==> src/rtl/arpc_pkg.sv <==
// shared types and constants of the arp cache next-hop resolver
package arpc_pkg;

	localparam logic [1:0] CMD_LEARN   = 2'd0;
	localparam logic [1:0] CMD_RESOLVE = 2'd1;
	localparam logic [1:0] CMD_ARP     = 2'd2;

	localparam logic [1:0] REG_LOCAL_IP    = 2'd0;
	localparam logic [1:0] REG_SUBNET_MASK = 2'd1;
	localparam logic [1:0] REG_GATEWAY_IP  = 2'd2;

	localparam logic [31:0] LOCAL_IP_RESET    = 32'h0A00_020F;
	localparam logic [31:0] SUBNET_MASK_RESET = 32'hFFFF_FF00;
	localparam logic [31:0] GATEWAY_IP_RESET  = 32'h0A00_0202;

	localparam logic [15:0] ARP_OP_REQUEST = 16'd1;
	localparam logic [47:0] BCAST_MAC      = 48'hFFFF_FFFF_FFFF;

	typedef struct packed {
		logic [1:0]  command;
		logic [31:0] peer_ip;
		logic [47:0] peer_mac;
		logic [15:0] arp_opcode;
		logic [31:0] arp_target_ip;
	} arpc_req_t;

	typedef struct packed {
		logic        hit;
		logic [31:0] next_hop_ip;
		logic [47:0] hop_mac;
		logic        reply_needed;
		logic [3:0]  entry_slot;
	} arpc_rsp_t;

	typedef struct packed {
		logic [31:0] ip;
		logic [47:0] mac;
	} arpc_entry_t;

	typedef enum logic {
		ST_IDLE,
		ST_SCAN
	} arpc_state_t;

endpackage

==> src/rtl/arpc_table.sv <==
// entry memory: address and mac of each table entry, one write and one read port
module arpc_table #(
	parameter int TABLE_ENTRIES = 16,
	parameter int IW = 4
) (
	input  logic                 clk,
	input  logic                 rd_en,
	input  logic [IW-1:0]        rd_addr,
	output arpc_pkg::arpc_entry_t rd_data,
	input  logic                 wr_en,
	input  logic [IW-1:0]        wr_addr,
	input  arpc_pkg::arpc_entry_t wr_data
);

	arpc_pkg::arpc_entry_t mem [TABLE_ENTRIES];

	always_ff @(posedge clk) begin
		if (wr_en) begin
			mem[wr_addr] <= wr_data;
		end
	end

	always_ff @(posedge clk) begin
		if (rd_en) begin
			rd_data <= mem[rd_addr];
		end
	end

endmodule

==> src/rtl/arpc_ctrl.sv <==
// command sequencer: config registers, valid bits, table scan and write-back
module arpc_ctrl #(
	parameter int TABLE_ENTRIES = 16,
	parameter int IW = 4
) (
	input  logic                  clk,
	input  logic                  arst_n,
	input  logic                  start,
	output logic                  busy,
	input  arpc_pkg::arpc_req_t   req,
	output logic                  done,
	output arpc_pkg::arpc_rsp_t   rsp,
	input  logic                  cfg_we,
	input  logic [1:0]            cfg_addr,
	input  logic [31:0]           cfg_wdata,
	output logic                  rd_en,
	output logic [IW-1:0]         rd_addr,
	input  arpc_pkg::arpc_entry_t rd_data,
	output logic                  wr_en,
	output logic [IW-1:0]         wr_addr,
	output arpc_pkg::arpc_entry_t wr_data
);

	localparam logic [IW-1:0] LAST = IW'(TABLE_ENTRIES - 1);

	arpc_pkg::arpc_state_t state_q, state_d;

	logic [31:0] local_ip_q, mask_q, gw_q;
	logic [1:0]  cmd_q;
	logic [31:0] key_q;
	logic [47:0] mac_q;
	logic        reply_q;
	logic [IW-1:0] scan_q;
	logic        issue_done_q;
	logic        chk_vld_s1;
	logic [IW-1:0] chk_idx_s1;
	logic [IW-1:0] free_q;
	logic        free_fnd_q;
	logic [TABLE_ENTRIES-1:0] valid_q;
	logic        done_q;
	arpc_pkg::arpc_rsp_t rsp_q, rsp_d;

	logic [31:0] route;
	logic        accept, chk_valid, match, chk_last, fin, is_learn;
	logic [IW-1:0] free_slot;

	assign accept    = start && (state_q == arpc_pkg::ST_IDLE);
	assign route     = ((req.peer_ip & mask_q) == (local_ip_q & mask_q)) ? req.peer_ip : gw_q;
	assign chk_valid = valid_q[chk_idx_s1];
	assign match     = chk_vld_s1 && chk_valid && (rd_data.ip == key_q);
	assign chk_last  = (chk_idx_s1 == LAST);
	assign fin       = chk_vld_s1 && (match || chk_last);
	assign is_learn  = (cmd_q == arpc_pkg::CMD_LEARN) || (cmd_q == arpc_pkg::CMD_ARP);
	// first free entry, or entry 0 when the table is full
	assign free_slot = free_fnd_q ? free_q : (!chk_valid ? chk_idx_s1 : '0);

	always_comb begin
		state_d = state_q;
		rd_en   = 1'b0;
		rd_addr = scan_q;
		wr_en   = 1'b0;
		wr_addr = match ? chk_idx_s1 : free_slot;
		wr_data = '{ip: key_q, mac: mac_q};
		rsp_d   = '0;
		unique case (state_q)
			arpc_pkg::ST_IDLE: begin
				if (start) begin
					state_d = arpc_pkg::ST_SCAN;
				end
			end
			arpc_pkg::ST_SCAN: begin
				rd_en = !issue_done_q;
				wr_en = fin && is_learn;
				if (fin) begin
					state_d = arpc_pkg::ST_IDLE;
				end
			end
			default: state_d = arpc_pkg::ST_IDLE;
		endcase
		case (cmd_q) inside
			arpc_pkg::CMD_RESOLVE: begin
				rsp_d.hit          = match;
				rsp_d.next_hop_ip  = key_q;
				rsp_d.hop_mac      = match ? rd_data.mac : arpc_pkg::BCAST_MAC;
				rsp_d.entry_slot   = match ? 4'(chk_idx_s1) : 4'd0;
			end
			arpc_pkg::CMD_LEARN, arpc_pkg::CMD_ARP: begin
				rsp_d.entry_slot   = 4'(wr_addr);
				rsp_d.reply_needed = reply_q;
			end
			default: rsp_d = '0;
		endcase
	end

	always_ff @(posedge clk or negedge arst_n) begin
		if (!arst_n) begin
			state_q <= arpc_pkg::ST_IDLE;
		end else begin
			state_q <= state_d;
		end
	end

	always_ff @(posedge clk or negedge arst_n) begin
		if (!arst_n) begin
			local_ip_q <= arpc_pkg::LOCAL_IP_RESET;
			mask_q     <= arpc_pkg::SUBNET_MASK_RESET;
			gw_q       <= arpc_pkg::GATEWAY_IP_RESET;
		end else if (cfg_we) begin
			unique case (cfg_addr)
				arpc_pkg::REG_LOCAL_IP:    local_ip_q <= cfg_wdata;
				arpc_pkg::REG_SUBNET_MASK: mask_q     <= cfg_wdata;
				arpc_pkg::REG_GATEWAY_IP:  gw_q       <= cfg_wdata;
				default: ;
			endcase
		end
	end

	always_ff @(posedge clk or negedge arst_n) begin
		if (!arst_n) begin
			issue_done_q <= 1'b0;
			chk_vld_s1   <= 1'b0;
			free_fnd_q   <= 1'b0;
			valid_q      <= '0;
			done_q       <= 1'b0;
			scan_q       <= '0;
		end else begin
			done_q     <= (state_q == arpc_pkg::ST_SCAN) && fin;
			chk_vld_s1 <= rd_en && !fin;
			if (accept) begin
				scan_q       <= '0;
				issue_done_q <= 1'b0;
				free_fnd_q   <= 1'b0;
			end else begin
				if (rd_en) begin
					if (scan_q == LAST) begin
						issue_done_q <= 1'b1;
					end else begin
						scan_q <= scan_q + 1'b1;
					end
				end
				if (chk_vld_s1 && !chk_valid && !free_fnd_q) begin
					free_fnd_q <= 1'b1;
				end
			end
			if (wr_en) begin
				valid_q[wr_addr] <= 1'b1;
			end
		end
	end

	// payload registers
	always_ff @(posedge clk) begin
		if (accept) begin
			cmd_q   <= req.command;
			key_q   <= (req.command == arpc_pkg::CMD_RESOLVE) ? route : req.peer_ip;
			mac_q   <= req.peer_mac;
			reply_q <= (req.command == arpc_pkg::CMD_ARP) &&
				(req.arp_opcode == arpc_pkg::ARP_OP_REQUEST) &&
				(req.arp_target_ip == local_ip_q);
		end
		chk_idx_s1 <= scan_q;
		if (chk_vld_s1 && !chk_valid && !free_fnd_q) begin
			free_q <= chk_idx_s1;
		end
		if (fin) begin
			rsp_q <= rsp_d;
		end
	end

	assign busy = (state_q != arpc_pkg::ST_IDLE);
	assign done = done_q;
	assign rsp  = rsp_q;

	a_done_idle: assert property (@(posedge clk) disable iff (!arst_n)
		done |-> !busy)
		else $error("result strobe while a command is still running");

	a_done_after_busy: assert property (@(posedge clk) disable iff (!arst_n)
		done |-> $past(busy))
		else $error("result strobe without a finished scan");

	a_start_busy: assert property (@(posedge clk) disable iff (!arst_n)
		(start && !busy) |=> (busy || done))
		else $error("accepted command did not start a scan");

	a_write_in_scan: assert property (@(posedge clk) disable iff (!arst_n)
		wr_en |-> (state_q == arpc_pkg::ST_SCAN) && fin)
		else $error("table write outside the end of a scan");

endmodule

==> src/rtl/arp_cache_next_hop_resolver.sv <==
// top level of the arp cache with subnet next-hop resolution
//
// Usage: a command (learn, resolve, received arp message) is transferred at a
// rising edge with start high and busy low. busy stays high while the table
// is scanned. Each command yields one result on rsp, valid for exactly one
// cycle while done is high; the receiver cannot stall, so it must take it.
// Scan: the table is read one entry per cycle from the entry memory (one
// read port, registered read data) and each entry is compared the cycle after. A scan
// stops at the first entry that matches; a miss, or any learn that creates
// a new entry, scans the whole table. The table write happens in the
// same cycle as the final compare. A new command can be transferred in the
// cycle that done is high, so commands never overlap: the next one is
// taken once the result of the last one is out.
// Configuration writes (cfg_we, cfg_addr, cfg_wdata) take effect at once and
// are meant for idle periods. Reset clears all valid bits and reloads the
// register defaults; the entry memory itself is not cleared.
module arp_cache_next_hop_resolver #(
	parameter int TABLE_ENTRIES = 16
) (
	input  logic                clk,
	input  logic                arst_n,
	input  logic                start,
	output logic                busy,
	input  arpc_pkg::arpc_req_t req,
	output logic                done,
	output arpc_pkg::arpc_rsp_t rsp,
	input  logic                cfg_we,
	input  logic [1:0]          cfg_addr,
	input  logic [31:0]         cfg_wdata
);

	localparam int IW = (TABLE_ENTRIES > 1) ? $clog2(TABLE_ENTRIES) : 1;

	logic                  rd_en, wr_en;
	logic [IW-1:0]         rd_addr, wr_addr;
	arpc_pkg::arpc_entry_t rd_data, wr_data;

	arpc_ctrl #(
		.TABLE_ENTRIES(TABLE_ENTRIES),
		.IW(IW)
	) u_ctrl (
		.clk(clk),
		.arst_n(arst_n),
		.start(start),
		.busy(busy),
		.req(req),
		.done(done),
		.rsp(rsp),
		.cfg_we(cfg_we),
		.cfg_addr(cfg_addr),
		.cfg_wdata(cfg_wdata),
		.rd_en(rd_en),
		.rd_addr(rd_addr),
		.rd_data(rd_data),
		.wr_en(wr_en),
		.wr_addr(wr_addr),
		.wr_data(wr_data)
	);

	arpc_table #(
		.TABLE_ENTRIES(TABLE_ENTRIES),
		.IW(IW)
	) u_table (
		.clk(clk),
		.rd_en(rd_en),
		.rd_addr(rd_addr),
		.rd_data(rd_data),
		.wr_en(wr_en),
		.wr_addr(wr_addr),
		.wr_data(wr_data)
	);

endmodule

==> config.mk <==
export PLATFORM = sky130hd
export DESIGN_NAME = arp_cache_next_hop_resolver
export DESIGN_NICKNAME = d
export VERILOG_FILES = /design/src/rtl/arpc_pkg.sv /design/src/rtl/arpc_table.sv /design/src/rtl/arpc_ctrl.sv /design/src/rtl/arp_cache_next_hop_resolver.sv
export SDC_FILE = /design/constraint.sdc
export NUM_CORES = 2
export LEC_CHECK = 0
export BUFFER_PORTS_ARGS = -buffer_cell sky130_fd_sc_hd__buf_4
export CAP_MARGIN = 20
export CORE_MARGIN = 4
export CORE_UTILIZATION = 40
export DETAILED_ROUTE_END_ITERATION = 8
export PLACE_DENSITY = 0.64
export SLEW_MARGIN = 40
export SYNTH_ARGS = -nofsm -noshare
export SYNTH_HDL_FRONTEND = slang
export SYNTH_SLANG_ARGS = --single-unit
==> constraint.sdc <==
create_clock -name clk -period 13.55 [get_ports clk]
set_clock_uncertainty 0.05 [all_clocks]
set_input_delay 2.71 -clock clk [delete_from_list [all_inputs] [get_ports clk]]
set_output_delay 2.71 -clock clk [all_outputs]
set_load 0.02 [all_outputs]
# Yosys cells after proc, flatten, opt, wreduce, memory -nomap -nowiden
# Memories as Yosys holds them, arrays and structs flattened. A register that Yosys moved wholly into a read port is not among the register bits.
# Cells that the tools add are included.
# Widths: inputs -> output; s select.
# word_totals
ff_bits	298
mem_bits_rw	1280
inputBits	168
out_inout_bits	88
elab_cells	102
n_memories	1
# op_classes
n_addsub	1
magnitude_cmp	3
eq_ne	13
n_mux	28
n_bitwise	5
n_reduce_logical	30
# memory_table
memory	words	word_bits	rd	rd_clocked_by_memory_dff	write_ports	line_no	text
u_table.mem	16	80	1	1	1	arpc_table.sv:15	arpc_pkg::arpc_entry_t mem [TABLE_ENTRIES];
# ops
operator	count
$eq 32x32->1	3
$and 32x32->32	2
$mux 32	2
$mux 48	1
$mux 4	9
$eq 16x1->1 const B	1
$or 16x16->16	1
$mux 1	13
$logic_and 1x1->1	12
$lt 4x5->1 const B	2
$reduce_and 2->1	5
$eq 4x4->1 const B	2
$eq 2x1->1 const B	3
$eq 2x2->1 const B	3
$reduce_bool 2->1	3
$add 4x1->4 const B	1
$bmux 1 s4	1
$demux 1 s4	1
$ge 4x1->1 const B	1
$logic_not 1->1	4
$logic_not 2->1	2
$reduce_or 2->1	2
$logic_or 1x1->1	2
$ne 2x1->1 const B	1
other kinds (2)	3

# Depth between registers and ports, before layout
# logic_depth
word_depth	10
ltp_mapped	11
depth_no_buf	7

# Hierarchy
# Synthesis repeated with hierarchy kept, for this count alone.
# unflattened
cells_unflattened	2895
area_unflattened_um2	62662.6
# modules_own_cells
module	n_inst	cells_each	area_each_um2	seq_area_each_um2
arpc_table	1	2054	50223.2	40839.2
arpc_ctrl	1	841	12439.4	8346.8

# Least setup slack after synthesis
# OpenSTA, ideal clock, no wires.
# synth_path
kind	register -> register
startpoint	register u_ctrl.key_q[8]
endpoint	memory u_table.mem[10][0] (netlist bit) (enable)
setup_time_ns	0.616
arrival_ns	7.695
required_time_ns	12.884
setup_slack_ns	5.188
path_stages_with_launch	9
n_path_buf	1
synth_period_minus_slack_ns	8.362
cell_sequence	edfxtp_1 > xnor2_1 > nand4_1 > nor4_1 > nand4_4 > buf_6 > or2_2 > o221a_2 > nor3_1
# synth_between
elab_chain_len	8
word_cells_on_any_way	9
cone_classes	1 x eq/ne; 4 x mux; 4 x reduce/logical
# synth_rtl
item	line_no	text
from (decl)	arpc_ctrl.sv:30	logic [31:0] key_q;
from (signal assigned)	arpc_ctrl.sv:155	key_q <= (req.command == arpc_pkg::CMD_RESOLVE) ? route : req.peer_ip;
$eq 32x32->1 *	arpc_ctrl.sv:50	assign match = chk_vld_s1 && chk_valid && (rd_data.ip == key_q);
$logic_and 1x1->1 *	arpc_ctrl.sv:50	
$logic_or 1x1->1	arpc_ctrl.sv:52	assign fin = chk_vld_s1 && (match || chk_last);
$logic_and 1x1->1	arpc_ctrl.sv:52	
$logic_and 1x1->1	arpc_ctrl.sv:73	wr_en = fin && is_learn;
$mux 1	arpc_ctrl.sv:65	unique case (state_q)
$mux 1	arpc_table.sv:18	if (wr_en) begin
$mux 1 (implied by the code)	arpc_table.sv:19	mem[wr_addr] <= wr_data;
to (decl)	arpc_table.sv:15	
# Mark *: on every way between the ends. The rest lies on a longest branch, timed or not.

# Worst setup path after layout
# layout_path
startpoint	register u_ctrl.key_q[29]
endpoint	memory u_table.mem[7][13] (netlist bit) (enable)
# The elaborated chain is that of the path after synthesis.

==> flow_summary_export.csv <==
group,metric,value,unit
outcome,outcome,"finished clean",
clock_tree,tritoncts,"built",
finish,fin_cells,5285,
yosys,synth_compound_area_frac,0.00765,
yosys,synth.most_common_cell,"edfxtp_1",
placed_design,dp_cells,4965,
yosys,yosys.area_share.xor_xnor,0.0138,
yosys,yosys.area_share.simple,0.0174,
hold_path,hold_path_class,"reg -> reg",
yosys,syn_area,62800,um2
clock_tree,cts_buffers,168,
setup_path,cp-start-kind,"register",
floorplanning,fp.dieW,404,um
sta,timing.fmax,0.174,GHz
global_routing,first_global_vias,30000,
yosys,async_flop_share,0.0730,
sta,min_period,5760,ps
sta,fin_tns_setup,0,ps
floorplanning,die_h,404,um
clock_tree,cts_sinks,1658,
sta,grt_setup_unrepaired,"false",
yosys,synth_top_area_share,0.733,
clock_tree,postCtsHoldBufs,0,
floorplanning,core,156000,um2
setup_path,crit_fanout,46,
yosys,ys_top_cells_by_count,"edfxtp_1 (1,533), mux4_2 (404), mux2_2 (130), nor2_1 (120), dfrtp_1 (86)",
route,finalWirelength,149000,um
setup_path,cp_common_cell,"buf_4",
setup_path,slowest_stage,"nor2_4",
setup_path,crit_arrival,6100,ps
clock_tree,clock_latency,800,ps
floorplanning,num_rows,145,
sta,post-route-period-util,0.425,
power,ir_drop,0.154,mV
clock_tree,postCtsSetupBuffers,0,
clock_tree,clk_path_buf_depth,3,
yosys,synthAdderAreaFrac,0.000199,
finish,utilization,0.469,
global_routing,grt_max_degree,75,
floorplanning,ioPinCount,256,
yosys,yosysTopAreaCell,"edfxtp_1",
placed_design,io_buffers,255,
route,first_pass_iters,7,
power,leakagePower,23.7,nW
yosys,syn_inst,2709,
finish,syn_to_final_growth,16.6,%
flow_run,maxCapViolations,0,
placed_design,routabilityCongestion,0.777,
route,drc,0,
placed_design,dp_hpwl,85600,um
clock_tree,cts_max_level,4,
sta,final_hold_viol_count,0,
route,num_vias,29000,
global_routing,grt_pass1_wl,216000,um
yosys,synthFlopType,"edfxtp_1",
sta,setup_viol,0,
global_routing,antenna_found_initial,11,
placed_design,placed_cell_area,67700,um2
setup_path,critical_path_class,"reg -> reg",
route,via_per_inst,5.48,
clock_tree,cts_root_buf,"clkbuf_16",
sta,slew_viol_final,0,
power,pwr_density_cell,188,nW/um2
finish,nets,3247,
sta,hold_ws,418,ps
finish,design_area,73200,um2
setup_path,worstPathRequired,13890,ps
clock_tree,cts_resized,0,
setup_path,slowest_delay,760,ps
yosys,synthesis.nets,2878,
global_routing,grt_use_total,0.183,
yosys,ys_seq_area_frac,0.783,
global_routing,grt_overflow_total,0,
yosys,synth_area_per_cell,23.2,um2
yosys,yosys_register_bits,1658,
route,drt-wirelength-per-cell,28.2,um
route,drt_iter0_drc,2951,
floorplanning,initial_utilization,0.402,
yosys,yosysWarnings,0,
sta,slew_headroom,0.426,
floorplanning,die_area,163000,um2
yosys,synth_top_family_by_area,"multiplexers",
finish,drive_gt1_frac,0.365,
route,ant_nets,0,
yosys,synth_area_leaders,"edfxtp_1 (73%), mux4_2 (14%), dfrtp_1 (3.4%)",
yosys,synth_edf_count,1533,
setup_path,endpoint_kind,"register",
yosys,muxShareOfSynthArea,0.169,
yosys,yosys.cell_types.count,56,
sta,max_slew.worst_pin.slew,861,ps
clock_tree,clkTransAtPathRegs,60,ps
setup_path,critical_path.cell_chain,"xnor2_1, nand4_1, nor4_1, nand4_4, buf_4, a21oi_1, o221ai_2, nor2_4, buf_4",
where the power goes:
part	internal, W	leakage (nW)	switching [W]
registers	0.00602	15.3	0.000314
logic	0.00147	5.74	0.00136
clock network	0.00263	2.69	0.00197
per-stage QoR:
step	setup WS (ps)	power, W
6_report	7790	0.0138
5_1_grt	7440	0.0143
4_1_cts	7730	0.0139
3_5_place_dp	7720	0.00932
3_3_place_gp	7380	0.00927
2_1_floorplan	5190	0.00837
kinds of logic after synthesis:
logic type,count (synthesis)
XOR/XNOR,99
AO/OA/AOI/OAI,57
buffers and inverters,135
adder cells (fa/ha/maj),1
AND/OR/NAND/NOR,222
flip-flops,1658
multiplexers,537
worst max-delay path, delay by kind of cell, from the launching register on:
kind                   cells  cell delay [ps]
AO/OA/AOI/OAI              2              880
XOR/XNOR                   1              400
buffers and inverters      2             1270
flip-flops                 1              620
AND/OR/NAND/NOR            4             2050
layout by cell type, fill, tap and decap left out, types with 5 or more instances in the layout:
cell	Yosys	layout
inv_1	12	11
o21bai_1	8	8
inv_16	0	5
dfrtp_1	86	82
clkinv_1	0	45
mux2_2	130	130
dfstp_2	35	35
clkbuf_1	85	29
edfxtp_1	1533	1533
buf_4	3	289
clkbuf_16	0	170
and2_1	34	34
bufinv_16	0	15
xor2_1	66	66
nor4_1	11	11
clkinv_2	0	26
o31ai_2	5	5
a22oi_1	16	16
nor2_1	120	111
nor2_4	0	8
mux4_2	404	404
diode_2	0	7
buf_6	3	22
nor3_2	0	7
nand4_1	17	17
buf_12	0	6
inv_6	0	6
xnor2_1	33	33
path summary, 6_finish.rpt:
kind | from | endpoint | slack, ps | cells after the start
setup reg to reg | u_ctrl.key_q[29] | u_table.mem[7][13] | 7790 | 9
hold reg to reg | u_ctrl.valid_q[10] | u_ctrl.valid_q[10] | 420 | 2
min in group asynchronous | arst_n | u_ctrl.done | 1840 | 1
setup / recovery | u_ctrl.key_q[29] | u_table.mem[7][13] | 7790 | 9
max in group asynchronous | arst_n | u_ctrl.rd_addr[1] | 10500 | 2
hold / removal | u_ctrl.valid_q[10] | u_ctrl.valid_q[10] | 420 | 2
flip-flops by register name (all words and copies together) (netlist names), 16 cells and up:
register / flops
u_ctrl.mac_q: 48
u_ctrl.gw_q: 32
u_ctrl.mask_q: 32
u_ctrl.local_ip_q: 32
u_ctrl.key_q: 32
u_table.mem: 1280
u_ctrl.rsp: 86
u_ctrl.valid_q: 16
u_table.rd_data: 80
layer usage:
layer  share of wire  wire, um  track usage
met1            0.42     63300        0.260
met2            0.49     72500        0.290
met3           0.066      9920       0.0382
met4           0.023      3510       0.0496
met5         0.00017        26            0
cell type report:
class	count	area, um2
Fill cell	12700	82800
Sequential cell	1658	49200
Multi-Input combinational cell	916	13200
Clock buffer	203	4420
Timing Repair Buffer	322	2660
Tap cell	2058	2570
Clock inverter	109	1100
Inverter	12	47.5
Antenna cell	7	17.5
Power figures use the tool's default switching activity.
